### src/rtl/core/hlxfp_pkg.sv
// Shared types and constants for the header/length/XOR frame parser.
// No dependencies; used by every module under rtl/core.
`default_nettype none

package hlxfp_pkg;

  localparam int MAX_PAYLOAD_DEF = 32;
  localparam int MAX_FRAME_DEF   = 37;

  localparam logic [7:0]  MARKER      = 8'hAA;
  localparam logic [15:0] TIMEOUT_RST = 16'd20;

  // byte positions inside a frame: marker is 0
  localparam int POS_SRC  = 1;
  localparam int POS_DST  = 2;
  localparam int POS_LEN  = 3;
  localparam int POS_DATA = 4;
  localparam int OVERHEAD = 5;

  localparam int LEN_W  = 6;
  localparam int DIDX_W = 5;

  // command queue, power-of-two depth so pointers wrap on their own
  localparam int Q_DEPTH = 2;
  localparam int QP_W    = 1;

  typedef enum logic [2:0] {
    ST_NONE    = 3'd0,
    ST_DONE    = 3'd1,
    ST_XOR     = 3'd2,
    ST_FMT     = 3'd3,
    ST_TIMEOUT = 3'd4
  } status_t;

  // one queued command: a single status result, or a frame to replay
  typedef struct packed {
    status_t           status;
    logic [7:0]        src;
    logic [7:0]        dst;
    logic [LEN_W-1:0]  len;
  } cmd_t;

  function automatic int addr_w(input int depth);
    return (depth > 1) ? $clog2(depth) : 1;
  endfunction

endpackage

`default_nettype wire

### src/rtl/core/hlxfp_front.sv
// Front end: timeout check, frame parsing, payload writes, command push.
// Depends on hlxfp_pkg.
`default_nettype none

module hlxfp_front #(
  parameter int MAX_PAYLOAD = hlxfp_pkg::MAX_PAYLOAD_DEF,
  parameter int MAX_FRAME   = hlxfp_pkg::MAX_FRAME_DEF
) (
  input  wire                                          clk,
  input  wire                                          rst_n,
  input  wire                                          cfg_valid,
  output logic                                         cfg_ready,
  input  wire  [15:0]                                  cfg_gap_timeout_ms,
  input  wire                                          in_valid,
  output logic                                         in_ready,
  input  wire                                          in_op,
  input  wire  [7:0]                                   in_rx_byte,
  input  wire  [31:0]                                  in_now_ms,
  input  wire                                          q_full,
  output logic                                         push,
  output hlxfp_pkg::cmd_t                              push_cmd,
  input  wire                                          frame_done,
  output logic                                         mem_we,
  output logic [hlxfp_pkg::addr_w(MAX_PAYLOAD)-1:0]    mem_addr,
  output logic [7:0]                                   mem_data
);

  localparam int AW   = hlxfp_pkg::addr_w(MAX_PAYLOAD);
  localparam int TOPF = (MAX_FRAME > MAX_PAYLOAD + hlxfp_pkg::OVERHEAD) ?
                        MAX_FRAME : MAX_PAYLOAD + hlxfp_pkg::OVERHEAD;
  localparam int CW   = $clog2(TOPF + 1);

  logic [15:0]                  timeout_r, timeout_nxt;
  logic [7:0]                   src_r, src_nxt;
  logic [7:0]                   dst_r, dst_nxt;
  logic [hlxfp_pkg::LEN_W-1:0]  len_r, len_nxt;
  logic [CW-1:0]                pos_r, pos_nxt;
  logic [CW-1:0]                tot_r, tot_nxt;
  logic [7:0]                   xor_r, xor_nxt;
  logic [31:0]                  last_t_r, last_t_nxt;
  logic                         in_frame_r, in_frame_nxt;
  logic                         busy_r, busy_nxt;

  logic                         accept;
  logic [31:0]                  elapsed;
  logic                         timed;
  logic                         is_marker;
  logic [CW-1:0]                off;

  assign cfg_ready = 1'b1;
  assign in_ready  = !q_full && !busy_r;
  assign accept    = in_valid && in_ready;
  assign elapsed   = in_now_ms - last_t_r;
  assign timed     = in_frame_r && (elapsed >= {16'd0, timeout_r});
  assign is_marker = (in_rx_byte == hlxfp_pkg::MARKER);
  assign off       = pos_r - CW'(hlxfp_pkg::POS_DATA);

  always_comb begin
    logic          do_drop;
    logic          do_open;
    logic          live;
    logic          bad_len;
    logic [CW-1:0] tot;

    do_drop      = 1'b0;
    do_open      = 1'b0;
    live         = in_frame_r && !timed;
    bad_len      = 1'b0;
    tot          = tot_r;

    timeout_nxt  = cfg_valid ? cfg_gap_timeout_ms : timeout_r;
    src_nxt      = src_r;
    dst_nxt      = dst_r;
    len_nxt      = len_r;
    pos_nxt      = pos_r;
    tot_nxt      = tot_r;
    xor_nxt      = xor_r;
    last_t_nxt   = last_t_r;
    in_frame_nxt = in_frame_r;
    busy_nxt     = frame_done ? 1'b0 : busy_r;

    push         = accept;
    push_cmd     = '{status: hlxfp_pkg::ST_NONE, src: 8'd0, dst: 8'd0,
                     len: '0};
    mem_we       = 1'b0;
    mem_addr     = AW'(off);
    mem_data     = in_rx_byte;

    if (accept) begin
      if (in_op) begin
        if (timed) begin
          do_drop         = 1'b1;
          push_cmd.status = hlxfp_pkg::ST_TIMEOUT;
        end
      end else begin
        if (timed) do_drop = 1'b1;
        if (!live) begin
          do_open = is_marker;
        end else if (pos_r >= CW'(MAX_FRAME)) begin
          do_drop         = 1'b1;
          do_open         = is_marker;
          push_cmd.status = hlxfp_pkg::ST_FMT;
        end else begin
          if (pos_r == CW'(hlxfp_pkg::POS_SRC)) src_nxt = in_rx_byte;
          if (pos_r == CW'(hlxfp_pkg::POS_DST)) dst_nxt = in_rx_byte;
          if (pos_r >= CW'(hlxfp_pkg::POS_DATA) && off < CW'(MAX_PAYLOAD)) mem_we = 1'b1;
          last_t_nxt = in_now_ms;
          if (pos_r == CW'(hlxfp_pkg::POS_LEN)) begin
            if (in_rx_byte > 8'(MAX_PAYLOAD)) begin
              bad_len         = 1'b1;
              do_drop         = 1'b1;
              do_open         = is_marker;
              push_cmd.status = hlxfp_pkg::ST_FMT;
            end else begin
              len_nxt = hlxfp_pkg::LEN_W'(in_rx_byte);
              tot     = CW'(hlxfp_pkg::OVERHEAD) + CW'(in_rx_byte);
            end
          end
          if (!bad_len) begin
            if (tot != '0 && pos_r == tot - CW'(1)) begin
              do_drop = 1'b1;
              if (in_rx_byte != xor_r) begin
                do_open         = is_marker;
                push_cmd.status = hlxfp_pkg::ST_XOR;
              end else begin
                push_cmd = '{status: hlxfp_pkg::ST_DONE, src: src_r, dst: dst_r,
                             len: len_r};
                busy_nxt = 1'b1;
              end
            end else begin
              xor_nxt = xor_r ^ in_rx_byte;
              pos_nxt = pos_r + CW'(1);
              tot_nxt = tot;
            end
          end
        end
      end
    end

    if (do_drop) begin
      pos_nxt      = '0;
      tot_nxt      = '0;
      xor_nxt      = 8'd0;
      last_t_nxt   = 32'd0;
      in_frame_nxt = 1'b0;
    end
    if (do_open) begin
      pos_nxt      = CW'(1);
      tot_nxt      = '0;
      xor_nxt      = hlxfp_pkg::MARKER;
      last_t_nxt   = in_now_ms;
      in_frame_nxt = 1'b1;
    end
  end

  always_ff @(posedge clk) begin
    src_r <= src_nxt;
    dst_r <= dst_nxt;
    if (!rst_n) begin
      timeout_r  <= hlxfp_pkg::TIMEOUT_RST;
      len_r      <= '0;
      pos_r      <= '0;
      tot_r      <= '0;
      xor_r      <= 8'd0;
      last_t_r   <= 32'd0;
      in_frame_r <= 1'b0;
      busy_r     <= 1'b0;
    end else begin
      timeout_r  <= timeout_nxt;
      len_r      <= len_nxt;
      pos_r      <= pos_nxt;
      tot_r      <= tot_nxt;
      xor_r      <= xor_nxt;
      last_t_r   <= last_t_nxt;
      in_frame_r <= in_frame_nxt;
      busy_r     <= busy_nxt;
    end
  end

  // position never runs past the overflow point
  assert property (@(posedge clk) disable iff (!rst_n)
    pos_r <= CW'(MAX_FRAME))
    else $error("byte position beyond frame limit");

  // idle parser keeps a cleared position and accumulator
  assert property (@(posedge clk) disable iff (!rst_n)
    !in_frame_r |-> (pos_r == '0 && xor_r == 8'd0 && tot_r == '0))
    else $error("idle parser holds stale frame state");

  // a good frame locks the front until the back end has replayed it
  assert property (@(posedge clk) disable iff (!rst_n)
    (push && push_cmd.status == hlxfp_pkg::ST_DONE) |=> busy_r)
    else $error("frame pushed without locking the payload store");

endmodule

`default_nettype wire

### src/rtl/core/hlxfp_cmd_fifo.sv
// Two-entry command queue between parser front end and result back end.
// Depends on hlxfp_pkg.
`default_nettype none

module hlxfp_cmd_fifo (
  input  wire                     clk,
  input  wire                     rst_n,
  input  wire                     push,
  input  hlxfp_pkg::cmd_t         push_cmd,
  output logic                    full,
  input  wire                     pop,
  output hlxfp_pkg::cmd_t         pop_cmd,
  output logic                    empty
);

  localparam int CNT_W = $clog2(hlxfp_pkg::Q_DEPTH + 1);

  hlxfp_pkg::cmd_t                 q_r [hlxfp_pkg::Q_DEPTH];
  logic [hlxfp_pkg::QP_W-1:0]      wp_r, wp_nxt;
  logic [hlxfp_pkg::QP_W-1:0]      rp_r, rp_nxt;
  logic [CNT_W-1:0]                cnt_r, cnt_nxt;

  assign full    = (cnt_r == CNT_W'(hlxfp_pkg::Q_DEPTH));
  assign empty   = (cnt_r == '0);
  assign pop_cmd = q_r[rp_r];

  always_comb begin
    wp_nxt  = push ? wp_r + 1'b1 : wp_r;
    rp_nxt  = pop ? rp_r + 1'b1 : rp_r;
    cnt_nxt = cnt_r + CNT_W'(push) - CNT_W'(pop);
  end

  always_ff @(posedge clk) begin
    if (push) q_r[wp_r] <= push_cmd;
    if (!rst_n) begin
      wp_r  <= '0;
      rp_r  <= '0;
      cnt_r <= '0;
    end else begin
      wp_r  <= wp_nxt;
      rp_r  <= rp_nxt;
      cnt_r <= cnt_nxt;
    end
  end

  assert property (@(posedge clk) disable iff (!rst_n) !(push && full))
    else $error("push into full command queue");

  assert property (@(posedge clk) disable iff (!rst_n) !(pop && empty))
    else $error("pop from empty command queue");

  assert property (@(posedge clk) disable iff (!rst_n)
    (wp_r - rp_r) == cnt_r[hlxfp_pkg::QP_W-1:0])
    else $error("queue pointers disagree with fill count");

endmodule

`default_nettype wire

### src/rtl/core/hlxfp_back.sv
// Back end: pops commands, holds the payload store, drives the result channel.
// Depends on hlxfp_pkg.
`default_nettype none

module hlxfp_back #(
  parameter int MAX_PAYLOAD = hlxfp_pkg::MAX_PAYLOAD_DEF
) (
  input  wire                                          clk,
  input  wire                                          rst_n,
  input  wire                                          q_empty,
  output logic                                         pop,
  input  hlxfp_pkg::cmd_t                              pop_cmd,
  input  wire                                          mem_we,
  input  wire  [hlxfp_pkg::addr_w(MAX_PAYLOAD)-1:0]    mem_addr,
  input  wire  [7:0]                                   mem_data,
  output logic                                         frame_done,
  output logic                                         out_valid,
  input  wire                                          out_ready,
  output logic [2:0]                                   out_status,
  output logic [7:0]                                   out_source,
  output logic [7:0]                                   out_destination,
  output logic [5:0]                                   out_length,
  output logic [7:0]                                   out_data_byte,
  output logic [4:0]                                   out_data_index,
  output logic                                         out_last
);

  localparam int AW  = hlxfp_pkg::addr_w(MAX_PAYLOAD);
  localparam int IXW = hlxfp_pkg::LEN_W + 1;
  localparam int EW  = (AW > hlxfp_pkg::DIDX_W) ? AW : hlxfp_pkg::DIDX_W;

  typedef enum logic [1:0] {S_IDLE, S_READ, S_SHOW} state_t;

  state_t            state_r;
  hlxfp_pkg::cmd_t   cur_r;
  logic [AW-1:0]     idx_r;
  logic              done_r;

  logic [7:0]        mem [MAX_PAYLOAD];
  logic [7:0]        rd_data_r;

  logic              is_frame;
  logic              has_data;
  logic [IXW-1:0]    idx_next;
  logic              last_c;
  logic [EW-1:0]     idx_wide;

  assign is_frame = (cur_r.status == hlxfp_pkg::ST_DONE);
  assign has_data = is_frame && (cur_r.len != '0);
  assign idx_next = IXW'(idx_r) + IXW'(1);
  assign last_c   = !has_data || (idx_next == {1'b0, cur_r.len});
  assign idx_wide = EW'(idx_r);
  assign pop      = (state_r == S_IDLE) && !q_empty;

  assign frame_done      = done_r;
  assign out_valid       = (state_r == S_SHOW);
  assign out_status      = cur_r.status;
  assign out_source      = cur_r.src;
  assign out_destination = cur_r.dst;
  assign out_length      = cur_r.len;
  assign out_data_byte   = has_data ? rd_data_r : 8'd0;
  assign out_data_index  = idx_wide[hlxfp_pkg::DIDX_W-1:0];
  assign out_last        = last_c;

  // payload store: written by the front end, read at the replay index
  always_ff @(posedge clk) begin
    if (mem_we) mem[mem_addr] <= mem_data;
    rd_data_r <= mem[idx_r];
  end

  always_ff @(posedge clk) begin
    if (!rst_n) begin
      state_r <= S_IDLE;
      done_r  <= 1'b0;
    end else begin
      done_r <= 1'b0;
      unique case (state_r)
        S_IDLE: begin
          if (!q_empty) begin
            cur_r <= pop_cmd;
            idx_r <= '0;
            if (pop_cmd.status == hlxfp_pkg::ST_DONE && pop_cmd.len != '0) begin
              state_r <= S_READ;
            end else begin
              state_r <= S_SHOW;
            end
          end
        end
        S_READ: begin
          state_r <= S_SHOW;
        end
        S_SHOW: begin
          if (out_ready) begin
            if (!last_c) begin
              idx_r   <= idx_r + AW'(1);
              state_r <= S_READ;
            end else begin
              state_r <= S_IDLE;
              done_r  <= is_frame;
            end
          end
        end
        default: state_r <= S_IDLE;
      endcase
    end
  end

  // replay index stays inside the frame's payload
  assert property (@(posedge clk) disable iff (!rst_n)
    (state_r != S_IDLE && has_data) |-> (IXW'(idx_r) < {1'b0, cur_r.len}))
    else $error("replay index past frame length");

  // store must not change under a frame being replayed
  assert property (@(posedge clk) disable iff (!rst_n)
    (state_r != S_IDLE && has_data) |-> !mem_we)
    else $error("payload write during frame replay");

  // completion pulse only follows the taken final result of a frame
  assert property (@(posedge clk) disable iff (!rst_n)
    done_r |-> $past(out_valid && out_ready && out_last && is_frame))
    else $error("frame completion without final result");

endmodule

`default_nettype wire

### src/rtl/core/header_length_xor_frame_parser_core.sv
// Top level of the header/length/XOR frame parser core.
// Depends on hlxfp_pkg, hlxfp_front, hlxfp_cmd_fifo, hlxfp_back.
`default_nettype none

// Channel  Dir  Handshake              Payload
// -------  ---  ---------------------  ----------------------------------------
// cfg      in   cfg_valid / cfg_ready  cfg_gap_timeout_ms[15:0]
// in       in   in_valid / in_ready    in_op, in_rx_byte[7:0], in_now_ms[31:0]
// out      out  out_valid / out_ready  status, source, destination, length,
//                                      data_byte, data_index, last
//
// Each input request is parsed combinationally in the cycle it is taken; its
// command lands in a two-entry queue. The back end pops a command in S_IDLE;
// for each payload byte of a good frame it reads the payload store in S_READ,
// then shows the result in S_SHOW until out_ready; other results skip S_READ.
// While a good frame is queued or replaying, in_ready stays low because the
// front end would otherwise overwrite the payload store being read.
// Reset (rst_n low, synchronous) clears control state only; the payload store
// needs no clearing pass. cfg_ready is always high.

module header_length_xor_frame_parser_core #(
  parameter int MAX_PAYLOAD = hlxfp_pkg::MAX_PAYLOAD_DEF,
  parameter int MAX_FRAME   = hlxfp_pkg::MAX_FRAME_DEF
) (
  input  wire         clk,
  input  wire         rst_n,
  input  wire         cfg_valid,
  output logic        cfg_ready,
  input  wire  [15:0] cfg_gap_timeout_ms,
  input  wire         in_valid,
  output logic        in_ready,
  input  wire         in_op,
  input  wire  [7:0]  in_rx_byte,
  input  wire  [31:0] in_now_ms,
  output logic        out_valid,
  input  wire         out_ready,
  output logic [2:0]  out_status,
  output logic [7:0]  out_source,
  output logic [7:0]  out_destination,
  output logic [5:0]  out_length,
  output logic [7:0]  out_data_byte,
  output logic [4:0]  out_data_index,
  output logic        out_last
);

  localparam int AW = hlxfp_pkg::addr_w(MAX_PAYLOAD);

  // front -> queue
  logic              push;
  hlxfp_pkg::cmd_t   push_cmd;
  logic              q_full;
  // queue -> back
  logic              pop;
  hlxfp_pkg::cmd_t   pop_cmd;
  logic              q_empty;
  // payload store write port, owned by the front end
  logic              mem_we;
  logic [AW-1:0]     mem_addr;
  logic [7:0]        mem_data;
  // back -> front: frame replay finished, store free again
  logic              frame_done;

  hlxfp_front #(
    .MAX_PAYLOAD (MAX_PAYLOAD),
    .MAX_FRAME   (MAX_FRAME)
  ) u_front (
    .clk                (clk),
    .rst_n              (rst_n),
    .cfg_valid          (cfg_valid),
    .cfg_ready          (cfg_ready),
    .cfg_gap_timeout_ms (cfg_gap_timeout_ms),
    .in_valid           (in_valid),
    .in_ready           (in_ready),
    .in_op              (in_op),
    .in_rx_byte         (in_rx_byte),
    .in_now_ms          (in_now_ms),
    .q_full             (q_full),
    .push               (push),
    .push_cmd           (push_cmd),
    .frame_done         (frame_done),
    .mem_we             (mem_we),
    .mem_addr           (mem_addr),
    .mem_data           (mem_data)
  );

  hlxfp_cmd_fifo u_fifo (
    .clk      (clk),
    .rst_n    (rst_n),
    .push     (push),
    .push_cmd (push_cmd),
    .full     (q_full),
    .pop      (pop),
    .pop_cmd  (pop_cmd),
    .empty    (q_empty)
  );

  hlxfp_back #(
    .MAX_PAYLOAD (MAX_PAYLOAD)
  ) u_back (
    .clk             (clk),
    .rst_n           (rst_n),
    .q_empty         (q_empty),
    .pop             (pop),
    .pop_cmd         (pop_cmd),
    .mem_we          (mem_we),
    .mem_addr        (mem_addr),
    .mem_data        (mem_data),
    .frame_done      (frame_done),
    .out_valid       (out_valid),
    .out_ready       (out_ready),
    .out_status      (out_status),
    .out_source      (out_source),
    .out_destination (out_destination),
    .out_length      (out_length),
    .out_data_byte   (out_data_byte),
    .out_data_index  (out_data_index),
    .out_last        (out_last)
  );

endmodule

`default_nettype wire
### config.mk
export PLATFORM = sky130hd
export DESIGN_NAME = header_length_xor_frame_parser_core
export DESIGN_NICKNAME = d
export VERILOG_FILES = /design/src/rtl/core/hlxfp_pkg.sv /design/src/rtl/core/hlxfp_front.sv /design/src/rtl/core/hlxfp_cmd_fifo.sv /design/src/rtl/core/hlxfp_back.sv /design/src/rtl/core/header_length_xor_frame_parser_core.sv
export SDC_FILE = /design/constraint.sdc
export NUM_CORES = 1
export LEC_CHECK = 0
export BUFFER_PORTS_ARGS = -buffer_cell sky130_fd_sc_hd__buf_2
export CORE_MARGIN = 1.5
export CORE_UTILIZATION = 40
export CTS_CLUSTER_DIAMETER = 100
export CTS_CLUSTER_SIZE = 8
export DETAILED_ROUTE_END_ITERATION = 10
export SKIP_LAST_GASP = 1
export SYNTH_ARGS = -nofsm -noshare
export SYNTH_HDL_FRONTEND = slang
export SYNTH_SLANG_ARGS = --single-unit
### constraint.sdc
create_clock -name clk -period 5 [get_ports clk]
set_input_delay 0.5 -clock clk [delete_from_list [all_inputs] [get_ports clk]]
set_output_delay 0.5 -clock clk [all_outputs]
set_load 0.03 [all_outputs]
==> impl_metrics.json <==
{
  "finalSetupViolations": 0,
  "grt_max_degree": 58,
  "hp-class": "in2reg",
  "detail_route.first_pass.iterations": 5,
  "synth_edf_count": 352,
  "period_minus_slack_ns": 4.663,
  "clk_path_buf_depth": 3,
  "final_max_slew_viols": 0,
  "run_status": "finished clean",
  "holdBufCountCts": 0,
  "synthesis_warning_total": 0,
  "timing.clock.skew_ns": 0.03153,
  "nets": 1852,
  "hold_viol": 0,
  "total_power_w": 0.009721,
  "initial_utilization_pct": 40.58,
  "num-fill-cells": 4398,
  "required_time_worst_endpoint_ns": 5.53,
  "routabilityCongestion": 0.9065,
  "critPathMaxStageDelay_ns": 0.36,
  "dieArea_mm2": 0.05226,
  "unrepaired_setup_endpoints_after_global_routing": "yes",
  "path_delay_family": "compound AO/OA/AOI/OAI gates",
  "synth_area_leader_cell": "edfxtp_1",
  "htree_levels": 2,
  "count_of_standard_cell_rows": 82,
  "critical_path.cell_chain": "inv_1 > ha_1 > nor2b_1 > o2111a_1 > nor2_2 > o21ai_0 > and2_1 > o21ai_0 > nand2b_1 > xor2_1 > ha_1 > a21o_1 > a21o_1 > a21oi_1 > o211ai_1 > a21o_1 > nor3_1 > and4b_2 > nand4_1 > buf_4 > or2_2 > a21boi_4 > buf_12 > a22o_1",
  "cts.clk_slew.worst_paths_ns": 0.05,
  "synth.yosys.seq_area_share_pct": 60.96,
  "grtUsageTotal_pct": 18.35,
  "ys_top_cells_by_area": "edfxtp_1 52%, dfxtp_1 9.0%, ha_1 3.9%",
  "cts_tree": "done",
  "drt_wl_total_mm": 48.02,
  "numPortBuffers": 102,
  "antenna_violations_before_repair": 0,
  "slew_limit_headroom_pct": 25.82,
  "seqCellArea_mm2": 0.01241,
  "cts_num_sinks": 444,
  "die_height_um": 228.6,
  "timing.critical_path.mode_cell": "a21o_1",
  "drt_first_iter_violations": 865,
  "insertion_delay_ns": 0.61,
  "critical_path_class": "reg2reg",
  "worst_ep_arrival_time_ns": 5.19,
  "achievable-frequency_mhz": 214.5,
  "final_layout_size_suffix_gt1_share_pct": 20.93,
  "multi_input_area_mm2": 0.007353,
  "drt-vias-per-instance": 5.297,
  "detail_route.wl_per_cell_um": 19.72,
  "number_of_register_bits_inferred_by_synthesis": 444,
  "worst-path-buf-inv": 3,
  "worst-path-max-fanout": 32,
  "dp_hpwl_mm": 32.35,
  "transition_time_at_the_pin_with_the_least_slew_margin_ns": 1.113,
  "power_density_mw_per_mm2": 406.7,
  "route.vias.total": 12900,
  "overflow": 0,
  "syn_avg_cell_area_um2": 13.25,
  "grt_pass1_wl_mm": 74.54,
  "core-area_mm2": 0.05017,
  "netlist_area_mm2": 0.02036,
  "netlist.area_leader.share_pct": 51.92,
  "via_count_of_the_first_global_routing_pass": 12970,
  "maximum_capacitance_violations": 0,
  "number_of_clock_buffers_inserted_by_tritoncts": 61,
  "post_cts.repair.setup_buffers": 0,
  "netlist_instances": 1537,
  "area_growth_syn_to_layout_pct": 17.39,
  "die_width_um": 228.6,
  "antenna_violating_nets_post_route": 0,
  "worstSetupStartpointType": "flip-flop",
  "postSynth.asyncResetShare_pct": 0,
  "p_leak_nw": 8.606,
  "drc_viols": 0,
  "design.portCount": 104,
  "clock_root_cell": "clkbuf_16",
  "ir_worst_vdd_mv": 0.2653,
  "preCtsSetupSlack_ns": -0.1260,
  "yosysUniqueCellTypes": 89,
  "postSynthNetCount": 1663,
  "timing.critical_path.slowest_stage_cell": "dfxtp_1",
  "setup.worst_path.end_class": "flip-flop",
  "final_min_period_over_clock_period_pct": 93.25,
  "setup_ws_ns": 0.3375,
  "n_antenna_cell": 0,
  "synthFlopType": "edfxtp_1"
}
path summary, 6_finish.rpt:
| path | startpoint | to | slack, ns | cells past startpoint |
|---|---|---|---|---|
| min | cfg_gap_timeout_ms[2] | u_front.timeout_r[2] | 0.13 | 3 |
| min reg2reg | u_front.last_t_r[21] | u_front.last_t_r[21] | 0.47 | 1 |
| max | u_front.last_t_r[1] | u_front.last_t_r[15] | 0.34 | 24 |
| max reg2reg | u_front.last_t_r[1] | u_front.last_t_r[15] | 0.34 | 24 |
Yosys cell counts, drive strengths merged (29+ instances only):
cell type    n
ha          63
mux4        32
nor2        99
buf         29
xnor2       43
a21oi       83
mux2        43
and2        44
nand2       90
mux2i       75
o21ai       55
edfxtp     352
a22o        32
dfxtp       92
clkbuf      40
inv         78
power breakdown:
group	total, W	switching, W	internal [W]
clock network	0.00375	0.00149	0.00227
registers	0.00427	0.0000817	0.00419
logic	0.00170	0.00105	0.000644
total	0.00972	0.00262	0.00710
what timing repair did:
action | CTS | global route
resized for setup | 0 | 10
endpoints found under the hold margin | 0 | 0
setup endpoints to repair | 0 | 316
logic make-up (layout without fill, tap and decap cells):
family / Yosys count / after routing / synth area share, %
xor gates and xnor gates: 64 / 64 / 2.753
muxes: 150 / 150 / 9.642
DFF: 444 / 444 / 60.96
AOI/OAI and AO/OA: 308 / 308 / 10.57
buffers and inverters: 147 / 373 / 3.048
adders and majority gates: 64 / 64 / 3.970
other: 1 / 1 / 0.01842
and+or+nand+nor: 359 / 359 / 9.034
state kept, by name, indices dropped and copies added, names as in the netlist, 2 cells and up, named ones only:
name	flops
u_back.mem	256
u_fifo.q_r	50
u_front.last_t_r	32
u_front.timeout_r	16
u_back.out_destination	8
u_back.out_source	8
u_back.rd_data_r	8
u_front.dst_r	8
u_front.src_r	8
u_front.xor_r	8
u_back.out_length	6
u_front.len_r	6
u_front.pos_r	6
u_front.tot_r	6
u_back.out_data_index	5
u_back.out_status	3
u_back.state_r	2
u_fifo.cnt_r	2
through the flow:
stage | std cells | TNS [ns] | cell area, µm² | utilization (%) | hold WS, ns
floorplan | 1537 | 0 | 20360 | - | 0.4491
global placement | 2335 | -0.1493 | 22140 | 44.12 | 0.4619
detailed placement | 2335 | -1.646 | 22140 | 44.12 | 0.4639
CTS | 2435 | 0 | 23870 | 47.59 | 0.08921
global route | 2435 | -0.04791 | 23900 | 47.64 | 0.1237
finish | 2435 | 0 | 23900 | 47.64 | 0.1254
routing by layer:
metal  track usage [%]  routed length (µm)  up-vias
li1                  -                   -     6160
met1             24.81               21650     6310
met2             30.10               22750      347
met3             3.044                2466       80
met4             5.981                1160        0
met5                 0                   0        -
layout make-up:
class / instances / area share, %
flip-flops and latches: 444 / 51.93
clock inverters: 3 / 0.2304
clock buffers: 97 / 7.041
well taps: 672 / 3.518
multi-input cells: 946 / 30.77
repair buffers: 195 / 5.282
inverters: 78 / 1.225
worst register-to-register path: cells and delay by family (launching register included):
family / cells / cell delay (ns)
xor gates and xnor gates: 1 / 0.15
and+or+nand+nor: 8 / 1.39
adders and majority gates: 2 / 0.54
AOI/OAI and AO/OA: 10 / 1.70
buffers and inverters: 3 / 0.46
DFF: 1 / 0.36
cells in the final DEF (no fill, tap or decap), drive strengths merged, types with 26 or more instances in the layout:
cell type,count
xnor2,43
a22o,32
dfxtp,92
inv,79
nor2b,26
ha,63
and2,44
edfxtp,352
nand2,90
clkbuf,97
nor2,99
mux2,43
mux2i,75
a21oi,83
mux4,32
o21ai,55
buf,195
o221ai,26
Note: power is estimated with default switching activity, not from simulation.
